## config.mk

```make
export PLATFORM = sky130hd
export DESIGN_NAME = sliding_window_maximum
export DESIGN_NICKNAME = d
export VERILOG_FILES = /design/src/swm_pkg.sv /design/src/swm_cell.sv /design/src/sliding_window_maximum.sv
export VERILOG_INCLUDE_DIRS = /design/src /design/src/src
export SDC_FILE = /design/constraint.sdc
export NUM_CORES = 2
export LEC_CHECK = 0
export BUFFER_PORTS_ARGS = -buffer_cell sky130_fd_sc_hd__buf_2
export CAP_MARGIN = 20
export CORE_UTILIZATION = 43
export DETAILED_ROUTE_END_ITERATION = 7
export SYNTH_ARGS = -nofsm -noshare
export SYNTH_HDL_FRONTEND = slang
export SYNTH_SLANG_ARGS = --single-unit
```

## constraint.sdc

```tcl
create_clock -name clk -period 10.1 [get_ports clk]
set_input_delay 2.525 -clock clk [delete_from_list [all_inputs] [get_ports clk]]
set_output_delay 2.525 -clock clk [all_outputs]
set_load 0.02 [all_outputs]
```

## src/assert_macros.svh

```systemverilog
// Assertion macros shared by the sliding window maximum RTL.
// Depends on nothing; define ASSERT_OFF to compile the checks out.
`ifndef ASSERT_MACROS_SVH
`define ASSERT_MACROS_SVH

`ifndef ASSERT_OFF

`define ASSERT_ALWAYS(lbl, clk, rst, expr) \
  lbl: assert property (@(posedge clk) disable iff (rst) (expr)) \
    else $error("%m: check failed");

`define ASSERT_IMPLIES(lbl, clk, rst, ante, cons) \
  lbl: assert property (@(posedge clk) disable iff (rst) (ante) |-> (cons)) \
    else $error("%m: check failed");

`define ASSERT_NEXT(lbl, clk, rst, ante, cons) \
  lbl: assert property (@(posedge clk) disable iff (rst) (ante) |=> (cons)) \
    else $error("%m: check failed");

`else

`define ASSERT_ALWAYS(lbl, clk, rst, expr)

`define ASSERT_IMPLIES(lbl, clk, rst, ante, cons)

`define ASSERT_NEXT(lbl, clk, rst, ante, cons)

`endif

`endif

```

## src/swm_pkg.sv

```systemverilog
// Shared constants and types for the sliding window maximum block.
// Depends on nothing; used by swm_cell and sliding_window_maximum.
package swm_pkg;

  localparam int DEF_MAX_WINDOW     = 64;
  localparam int DEF_MAX_ROW_LENGTH = 4096;
  localparam int DEF_SAMPLE_WIDTH   = 16;

  localparam int CFG_LEN_W  = 7;
  localparam int APB_ADDR_W = 3;
  localparam int APB_DATA_W = 32;

  localparam logic                 REG_WINDOW_LENGTH = 1'b0;
  localparam logic [CFG_LEN_W-1:0] WINDOW_LENGTH_RST = 7'd1;

  typedef struct packed {
    logic clear;
    logic shift;
    logic append;
    logic full;
  } cell_ctl_t;

endpackage

```

## src/swm_cell.sv

```systemverilog
// One queue entry of the monotonic deque: value, row position and valid bit.
// Depends on swm_pkg; instanced in a row by sliding_window_maximum.
module swm_cell #(
  parameter int SAMPLE_WIDTH = swm_pkg::DEF_SAMPLE_WIDTH,
  parameter int POS_W        = 13
) (
  input  logic                     clk,
  input  logic                     rst,
  input  swm_pkg::cell_ctl_t       ctl,
  input  logic signed [SAMPLE_WIDTH-1:0] sample,
  input  logic [POS_W-1:0]         pos_new,
  input  logic                     left_keep,
  input  logic                     right_vld,
  input  logic signed [SAMPLE_WIDTH-1:0] right_val,
  input  logic [POS_W-1:0]         right_pos,
  output logic                     vld,
  output logic signed [SAMPLE_WIDTH-1:0] val,
  output logic [POS_W-1:0]         pos,
  output logic                     keep
);
  import swm_pkg::*;

  logic                           vld_next;
  logic signed [SAMPLE_WIDTH-1:0] val_next;
  logic [POS_W-1:0]               pos_next;
  logic                           dom;

  assign dom  = vld && (val <= sample);
  assign keep = vld && !dom && !ctl.clear;

  always_comb begin
    vld_next = vld;
    val_next = val;
    pos_next = pos;
    if (ctl.shift) begin
      vld_next = right_vld;
      val_next = right_val;
      pos_next = right_pos;
    end else if (ctl.append) begin
      if (ctl.full) begin
        vld_next = right_vld;
        val_next = right_val;
        pos_next = right_pos;
      end else if (keep) begin
        vld_next = 1'b1;
      end else if (left_keep) begin
        vld_next = 1'b1;
        val_next = sample;
        pos_next = pos_new;
      end else begin
        vld_next = 1'b0;
      end
    end
  end

  always_ff @(posedge clk) begin
    if (rst) begin
      vld <= 1'b0;
    end else begin
      vld <= vld_next;
    end
  end

  always_ff @(posedge clk) begin
    val <= val_next;
    pos <= pos_next;
  end

endmodule

```

## src/sliding_window_maximum.sv

```systemverilog
// Sliding window maximum over a row of signed samples, kept as a chain of deque cells.
// Depends on swm_pkg, swm_cell and assert_macros.svh.
//
//  port group | dir | tdata (low bit up)              | tuser
//  s_*        | in  | sample_value                    | row_start
//  m_*        | out | max_value, max_position         | window_full
//  apb        | cfg | window_length at byte address 0 | -
//
// One transfer per cycle while no entry ages out of the window and the output is free.
// Aged-out entries hold s_tready low until dropped (one front drop per s_tvalid cycle).
// Result appears on m_* in the cycle after its transfer; while it waits, s_tready stays low.
// Synchronous reset empties the chain at once; entries carry valid bits, no clearing pass.
`include "assert_macros.svh"

module sliding_window_maximum #(
  parameter int MAX_WINDOW     = swm_pkg::DEF_MAX_WINDOW,
  parameter int MAX_ROW_LENGTH = swm_pkg::DEF_MAX_ROW_LENGTH,
  parameter int SAMPLE_WIDTH   = swm_pkg::DEF_SAMPLE_WIDTH,
  localparam int POS_W         = $clog2(MAX_ROW_LENGTH + 1),
  localparam int S_TDATA_W     = ((SAMPLE_WIDTH + 7) / 8) * 8,
  localparam int M_TDATA_W     = ((SAMPLE_WIDTH + POS_W + 7) / 8) * 8
) (
  input  logic                            clk,
  input  logic                            rst,
  input  logic                            s_tvalid,
  output logic                            s_tready,
  input  logic [S_TDATA_W-1:0]            s_tdata,  // sample_value
  input  logic                            s_tuser,  // row_start
  output logic                            m_tvalid,
  input  logic                            m_tready,
  output logic [M_TDATA_W-1:0]            m_tdata,  // max_value, max_position
  output logic                            m_tuser,  // window_full
  input  logic                            psel,
  input  logic                            penable,
  input  logic                            pwrite,
  input  logic [swm_pkg::APB_ADDR_W-1:0]  paddr,
  input  logic [swm_pkg::APB_DATA_W-1:0]  pwdata,
  output logic [swm_pkg::APB_DATA_W-1:0]  prdata,
  output logic                            pready
);
  import swm_pkg::*;

  localparam int N       = MAX_WINDOW;
  localparam int WIN_W   = $clog2(MAX_WINDOW + 1);
  localparam int SUM_W   = ((POS_W > WIN_W) ? POS_W : WIN_W) + 1;
  localparam int CLAMP_W = (CFG_LEN_W > WIN_W) ? CFG_LEN_W : WIN_W;

  logic [CFG_LEN_W-1:0]           window_length;
  logic [POS_W-1:0]               pos_ctr;
  logic [CLAMP_W-1:0]             len_ext;
  logic [WIN_W-1:0]               w_eff;
  logic signed [SAMPLE_WIDTH-1:0] sample;
  logic                           row_start;
  logic [POS_W-1:0]               pos_new;
  logic                           front_exp;
  logic                           out_free;
  cell_ctl_t                      ctl;

  logic [N-1:0]                   cell_vld;
  logic [N-1:0]                   cell_keep;
  logic signed [SAMPLE_WIDTH-1:0] cell_val [N];
  logic [POS_W-1:0]               cell_pos [N];

  logic signed [SAMPLE_WIDTH-1:0] out_val;
  logic [POS_W-1:0]               out_pos;
  logic                           out_full;
  logic signed [SAMPLE_WIDTH-1:0] front_val;
  logic [POS_W-1:0]               front_pos;

  // configuration
  assign pready = 1'b1;
  assign prdata = (paddr[2] == REG_WINDOW_LENGTH) ? APB_DATA_W'(window_length) : '0;

  always_ff @(posedge clk) begin
    if (rst) begin
      window_length <= WINDOW_LENGTH_RST;
    end else if (psel && penable && pwrite && pready && (paddr[2] == REG_WINDOW_LENGTH)) begin
      window_length <= pwdata[CFG_LEN_W-1:0];
    end
  end

  assign len_ext = CLAMP_W'(window_length);

  always_comb begin
    if (len_ext == '0) begin
      w_eff = WIN_W'(1);
    end else if (len_ext > CLAMP_W'(MAX_WINDOW)) begin
      w_eff = WIN_W'(MAX_WINDOW);
    end else begin
      w_eff = WIN_W'(len_ext);
    end
  end

  // input decode and row position
  assign sample    = $signed(s_tdata[SAMPLE_WIDTH-1:0]);
  assign row_start = s_tuser;

  always_comb begin
    if (row_start) begin
      pos_new = POS_W'(1);
    end else if (pos_ctr == POS_W'(MAX_ROW_LENGTH)) begin
      pos_new = pos_ctr;
    end else begin
      pos_new = pos_ctr + POS_W'(1);
    end
  end

  assign front_exp = !row_start && cell_vld[0] &&
                     (SUM_W'(cell_pos[0]) + SUM_W'(w_eff) <= SUM_W'(pos_new));
  assign out_free  = !m_tvalid || m_tready;
  assign s_tready  = !front_exp && out_free;

  assign ctl.clear  = row_start;
  assign ctl.shift  = s_tvalid && front_exp;
  assign ctl.append = s_tvalid && s_tready;
  assign ctl.full   = cell_keep[N-1];

  always_ff @(posedge clk) begin
    if (rst) begin
      pos_ctr <= '0;
    end else if (ctl.append) begin
      pos_ctr <= pos_new;
    end
  end

  // cell chain, front at index 0
  for (genvar i = 0; i < N; i++) begin : g_cell
    logic                           lk;
    logic                           rv;
    logic signed [SAMPLE_WIDTH-1:0] rval;
    logic [POS_W-1:0]               rpos;

    if (i == 0) begin : g_head
      assign lk = 1'b1;
    end else begin : g_body
      assign lk = cell_keep[i-1];
    end

    if (i == N - 1) begin : g_tail
      assign rv   = ctl.append;
      assign rval = sample;
      assign rpos = pos_new;
    end else begin : g_mid
      assign rv   = cell_vld[i+1];
      assign rval = cell_val[i+1];
      assign rpos = cell_pos[i+1];
    end

    swm_cell #(
      .SAMPLE_WIDTH (SAMPLE_WIDTH),
      .POS_W        (POS_W)
    ) u_cell (
      .clk       (clk),
      .rst       (rst),
      .ctl       (ctl),
      .sample    (sample),
      .pos_new   (pos_new),
      .left_keep (lk),
      .right_vld (rv),
      .right_val (rval),
      .right_pos (rpos),
      .vld       (cell_vld[i]),
      .val       (cell_val[i]),
      .pos       (cell_pos[i]),
      .keep      (cell_keep[i])
    );
  end

  // front of the updated queue
  always_comb begin
    if (ctl.full) begin
      front_val = cell_val[1];
      front_pos = cell_pos[1];
    end else if (cell_keep[0]) begin
      front_val = cell_val[0];
      front_pos = cell_pos[0];
    end else begin
      front_val = sample;
      front_pos = pos_new;
    end
  end

  // output register
  always_ff @(posedge clk) begin
    if (rst) begin
      m_tvalid <= 1'b0;
    end else if (ctl.append) begin
      m_tvalid <= 1'b1;
    end else if (m_tready) begin
      m_tvalid <= 1'b0;
    end
  end

  always_ff @(posedge clk) begin
    if (ctl.append) begin
      out_val  <= front_val;
      out_pos  <= front_pos;
      out_full <= (SUM_W'(pos_new) >= SUM_W'(w_eff));
    end
  end

  assign m_tdata = M_TDATA_W'({out_pos, out_val});
  assign m_tuser = out_full;

  `ASSERT_ALWAYS(a_vld_prefix, clk, rst, ((cell_vld >> 1) & ~cell_vld) == '0)
  `ASSERT_NEXT(a_front_filled, clk, rst, ctl.append, cell_vld[0] && m_tvalid)
  `ASSERT_ALWAYS(a_pos_sat, clk, rst, pos_ctr <= POS_W'(MAX_ROW_LENGTH))
  `ASSERT_IMPLIES(a_out_pos, clk, rst, m_tvalid, (out_pos <= pos_ctr) && (out_pos != '0))

endmodule

```

Yosys cells after proc, flatten, opt, wreduce, memory -nomap -nowiden
Cells that the tools add are included.
Storage, ports and cells
  register bits after elaboration: 1971
  output and inout port bits: 68
  word-level logic and storage cells: 1688
Cells by class
  $add $sub $neg: 2
  order comparisons: 67
  equality and inequality tests: 63
  multiplexer cells: 960
  bitwise gates (word level): 1
  reduce and logical (&&, ||, !) cells: 397
Operator list (count)
  16-bit 2-to-1 mux: 318
  13-bit 2-to-1 mux: 320
  16-bit <= comparator: 64
  1-bit 2-to-1 mux: 319
  1-bit logical AND: 200
  3-bit nonzero test: 63
  3-bit by 2-bit inequality test with 1-bit output, second input constant: 62
  3-bit AND reduction: 62
  1-bit logical NOT: 67
  7-bit 2-to-1 mux: 3
  13-bit by 7-bit adder with 14-bit output: 1
  14-bit by 13-bit <= comparator with 1-bit output: 1
  13-bit by 1-bit adder with 13-bit output, second input constant: 1
  13-bit equality test, second input constant: 1
  13-bit by 7-bit greater-or-equal comparator with 1-bit output: 1
  7-bit greater-than comparator, second input constant: 1
  7-bit logical NOT: 1
  2-bit nonzero test: 2
  2-bit AND reduction: 1
  1-bit logical OR: 1
  1-bit inverter: 1

Logic depth before layout (Yosys ltp)
  depth in word-level cells: 11
  depth in mapped cells: 26
  mapped depth without buffers: 23

Hierarchy
A second synthesis with hierarchy kept.
Unflattened totals
  cells, all modules: 8799
  area, all modules: 113802.9 sq um
By module, submodules not included
  swm_cell (g_cell[0].u_cell ...): times used 42, cells each 130, area an instance 1722.9 sq um
  swm_cell (g_cell[48].u_cell ...): times used 22, cells each 130, area an instance 1701.6 sq um
  sliding_window_maximum: times used 1, cells each 479, area an instance 4005.1 sq um

Worst setup path after synthesis
Ideal clock, no wire load.
  path kind: input-to-reg
  from: in s_tdata[7]
  to: reg g_cell[36].u_cell.pos[0], enable pin
  library setup time: 0.425 ns
  arrival: 7.149 ns
  path slack: 2.526 ns
  stages: 10
  path buffers: 0
  cell sequence: inv_1 -> ha_1 -> a21oi_1 -> o21ai_0 -> a221oi_1 -> o211ai_1 -> xor2_1 -> a2111oi_0 -> nand2b_1 -> a21oi_1
On the way
  word-level cells in the longest chain between the ends: 7
  elaborated cells between the ends (all ways): 18
RTL lines
  start, declared: line sliding_window_maximum.sv:27  | input logic [S_TDATA_W-1:0] s_tdata,
  16-bit <= comparator: line swm_cell.sv:28  | assign dom = vld && (val <= sample);
  1-bit logical AND: line swm_cell.sv:28
  1-bit logical NOT: line swm_cell.sv:29  | assign keep = vld && !dom && !ctl.clear;
  1-bit logical AND (2 in a row): line swm_cell.sv:29
  3-bit by 2-bit inequality test with 1-bit output (no source line) or 3-bit nonzero test (tied branches)
  3-bit AND reduction (no source line) *
  end signal, assigned: line swm_cell.sv:66  | pos <= pos_next;
  end, declared: line swm_cell.sv:18  | output logic [POS_W-1:0] pos,
Every way passes the cells marked *; elsewhere a longest branch is shown, timed or not.
A chain may end at the register's enable or synchronous reset.

Final worst setup path
  from: reg window_length[3] (netlist: len_ext[3])
  to: out s_tready
On the way
  word-level cells in the longest chain between the ends: 8
  elaborated cells between the ends (all ways): 9
RTL lines
  start, declared: line sliding_window_maximum.sv:48  | logic [CFG_LEN_W-1:0] window_length;
  start signal, assigned: line sliding_window_maximum.sv:78  | window_length <= pwdata[CFG_LEN_W-1:0];
  7-bit greater-than comparator: line sliding_window_maximum.sv:87  | end else if (len_ext > CLAMP_W'(MAX_WINDOW)) begin
  7-bit 2-to-1 mux: line sliding_window_maximum.sv:87
  7-bit 2-to-1 mux *: line sliding_window_maximum.sv:85  | if (len_ext == '0) begin
  13-bit by 7-bit adder with 14-bit output *: line sliding_window_maximum.sv:109  | (SUM_W'(cell_pos[0]) + SUM_W'(w_eff) <= SUM_W'(pos_new));
  14-bit by 13-bit <= comparator with 1-bit output *: line sliding_window_maximum.sv:109
  1-bit logical AND *: line sliding_window_maximum.sv:108  | assign front_exp = !row_start && cell_vld[0] &&
  1-bit logical NOT *: line sliding_window_maximum.sv:111  | assign s_tready = !front_exp && out_free;
  1-bit logical AND *: line sliding_window_maximum.sv:111
  end, declared: line sliding_window_maximum.sv:26  | output logic s_tready,
Marks and branches as above.

==> summary.txt <==
most used flip-flop cell after synthesis - edfxtp_1
hold path depth - 2
clock power share - 0.429
total track usage - 0.248
count of state elements after synthesis - 1971
Lkg Pwr - 46.6 nW
Final min period - 8.18 ns
Max-slew headroom - 0.238
width of the die - 489 um
Flop pwr share - 0.491
Slew @ Worst Pin - 1.14 ns
post-CTS resize count - 0
Final Max Tran Viols - 0
I/O pins - 127
Setup Skew - 0.0740 ns
Pwr Density - 165 mW/mm^2
final hold vios - 0
Int Power - 14.1 mW
Die ar. - 0.240 mm^2
Setup Fix Bufs, Post-CTS - 0
vias per inst - 5.72
r2r endpoint - g_cell[44].u_cell.val[9]
register area share after synthesis - 0.571
TritonCTS clock tree - yes
Reg clk slew, reported paths - 0.06 ns
clk_lat worst skew - 0.88 ns
Post-CTS Hold Buffers - 0
Routed wire per std cell - 23.0 um
Yosys cell types - 81
largest net degree at the start of global routing - 193
Sw Share - 0.241
worst r2r src - len_ext[3]
final wirelength - 298000 um
clk sinks - 1971
grt total ovfl - 0
Vias - 74143
Area Overhead vs Synth - 10.5%
vias in the first global route - 73688
Synth Instances - 9624
Final setup viols - 0
H-tree levels - 4
Detail Route Antenna Nets - 0
Starting Density - 0.434
async set-or-reset flop fraction in the synthesized netlist - 0
hpwl dp - 189000 um
Reg2Reg Depth - 23
deepest clock path buffer count - 3
max_cap viols - 0
Worst EP required - 7.58 ns
fmax - 122 MHz
Yosys top cell by area - edfxtp_1
Arrival @ worst endpoint - 5.66 ns
Worst Path Max Fanout - 4
first-pass GRT wire length - 450000 um
row cnt - 178
synthesized area per cell - 10.6 um^2
Hold EP - g_cell[10].u_cell.vld
Setup crit end kind - output pin
Final Util - 0.479
crit path launch type - flop
DR iter-0 viols - 6940
Die Ht - 489 um
fin nets - 10741
Post-Syn Area - 0.102 mm^2
outcome - completed
NetSw - 4.49 mW
Setup TNS - 0 ns
maximum VDD drop - 0.148 mV
core area - 0.236 mm^2
Ys Warns - 0
Clock Tree Root - clkbuf_16
Post-synth EDFFs - 1886
placer's final routability congestion estimate - 0.890
DRC Markers - 0
CTS buffer count - 207
critical path class - reg2out
RSZ-0062 raised after global routing - false
combinational group share of total power - 0.080
min-delay worst type - reg2reg
share of post-route cells with drive strength above 1 - 0.0712
DR pass1 iterations - 6
Synth area leaders - edfxtp_1, nand2_1, ha_1
initial antenna violation count - 10
IO buf count - 70
critical hold path startpoint - g_cell[10].u_cell.vld
number of fill cells - 21577
Yosys top cell area share - 0.554
Tcrit/Tclk final - 0.810
r2r setup slk - 3.03 ns
==> worst max path at each step <==
stage | from | to | slack [ns] | cells past startpoint
after floorplan | s_tdata[7] | g_cell[36].u_cell.pos[0] | 2.53 | 10
after global placement | s_tuser | s_tready | 2.34 | 11
after detailed placement | s_tuser | s_tready | 2.29 | 11
after CTS | len_ext[3] | s_tready | 1.90 | 21
after global routing | len_ext[3] | s_tready | 1.48 | 21
final | len_ext[3] | s_tready | 1.92 | 21
==> cell type report <==
class / instances / area, um^2 / share of cell area
clock inverters: 114 / 1400 / 0.0124
flip-flops and latches: 1971 / 58300 / 0.517
multi-input cells: 7029 / 41000 / 0.364
diodes: 7 / 17.5 / 0.000155
well taps: 3150 / 3940 / 0.0349
inverters: 173 / 687 / 0.00608
clock buffers: 272 / 5660 / 0.0501
repair buffers: 246 / 1820 / 0.0162
==> worst max-delay path: stages (launching register included) <==
cell      delay [ns]
dfxtp_1         0.34
nor3_1          0.18
a21oi_1         0.09
nor2_1          0.22
ha_1            0.25
inv_1           0.07
fa_1            0.42
nor2b_1         0.13
o21ai_0         0.11
a21boi_0        0.24
o21ai_0         0.15
a21boi_0        0.26
o21ai_0         0.20
nor3_1          0.22
xor2_1          0.19
ha_1            0.27
a21oi_1         0.20
or3b_1          0.39
o21a_1          0.23
nor2_1          0.27
nor2_1          0.11
buf_2           0.21
==> kinds of logic (layout without fill, tap and decap cells) <==
| kind of cell | Yosys count | in the layout | share of synthesized area |
|---|---|---|---|
| AND/OR/NAND/NOR | 4720 | 4720 | 0.190 |
| flip-flops | 1971 | 1971 | 0.571 |
| other | 2 | 36 | 0.0000735 |
| buffers and inverters | 651 | 805 | 0.0316 |
| adder cells (fa/ha/maj) | 1054 | 1054 | 0.129 |
| AO/OA/AOI/OAI | 1121 | 1121 | 0.0686 |
| XOR/XNOR | 43 | 43 | 0.00369 |
| multiplexers | 62 | 62 | 0.00618 |
==> stage by stage <==
stage	power [mW]	std cells	area, um^2	hold WS [ns]	worst slack, ns
finish	18.6	12962	113000	0.453	1.92
global placement	10.7	12569	106000	0.438	2.34
CTS	18.7	12955	113000	0.458	1.90
floorplan	10.2	9651	102000	0.426	2.53
global route	19.2	12960	113000	0.486	1.48
detailed placement	10.8	12569	106000	0.450	2.29
==> state kept, by name (all words and copies together) (netlist names) <==
| signal | flops |
|---|---|
| g_cell.u_cell.val | 1024 |
| g_cell.u_cell.pos | 832 |
| g_cell.u_cell.vld | 64 |
| out_val | 16 |
| out_pos | 13 |
| pos_ctr | 13 |
| len_ext | 7 |
| m_tuser | 1 |
| m_tvalid | 1 |
==> power groups by stage <==
stage | Clock, mW | Sequential [mW] | Combinational, mW
2_1_floorplan | 0 | 9.31 | 0.927
3_3_place_gp | 0 | 9.32 | 1.42
3_5_place_dp | 0 | 9.32 | 1.47
4_1_cts | 8.09 | 9.15 | 1.48
5_1_grt | 8.38 | 9.16 | 1.64
6_report | 7.99 | 9.15 | 1.49
==> cells in the mapped netlist (all sizes together), types with 46 or more instances <==
cell type,number
a21oi,379
a21o,107
nand2b,46
nand3,131
o21ai,281
o211ai,51
nor3,82
nor2,381
inv,173
clkbuf,63
buf,415
a211oi,65
edfxtp,1886
ha,1053
mux2i,53
nor2b,57
nand4,149
dfxtp,85
nand2,3682
==> cells in the final DEF (no fill, tap or decap), types with 46 or more instances in the layout <==
cell type and count:
dfxtp_1 85, a211oi_1 63, o21ai_1 69, buf_4 165, inv_1 157, nand2b_1 46, mux2i_1 53, nand4_1 149
buf_2 69, nor2b_1 57, nor3_1 81, o211ai_1 50, nand2_1 3654, nor2_1 343, edfxtp_1 1886, nand3_1 131
clkbuf_16 208, a21o_1 107, a21oi_1 354, o21ai_0 212, ha_1 1053
==> metal layers <==
layer	GRT usage	part of all wire
met4	0.109	0.046
met3	0.0388	0.068
met5	0	0
met2	0.396	0.46
met1	0.332	0.43
(Power assumes the default switching activity.)
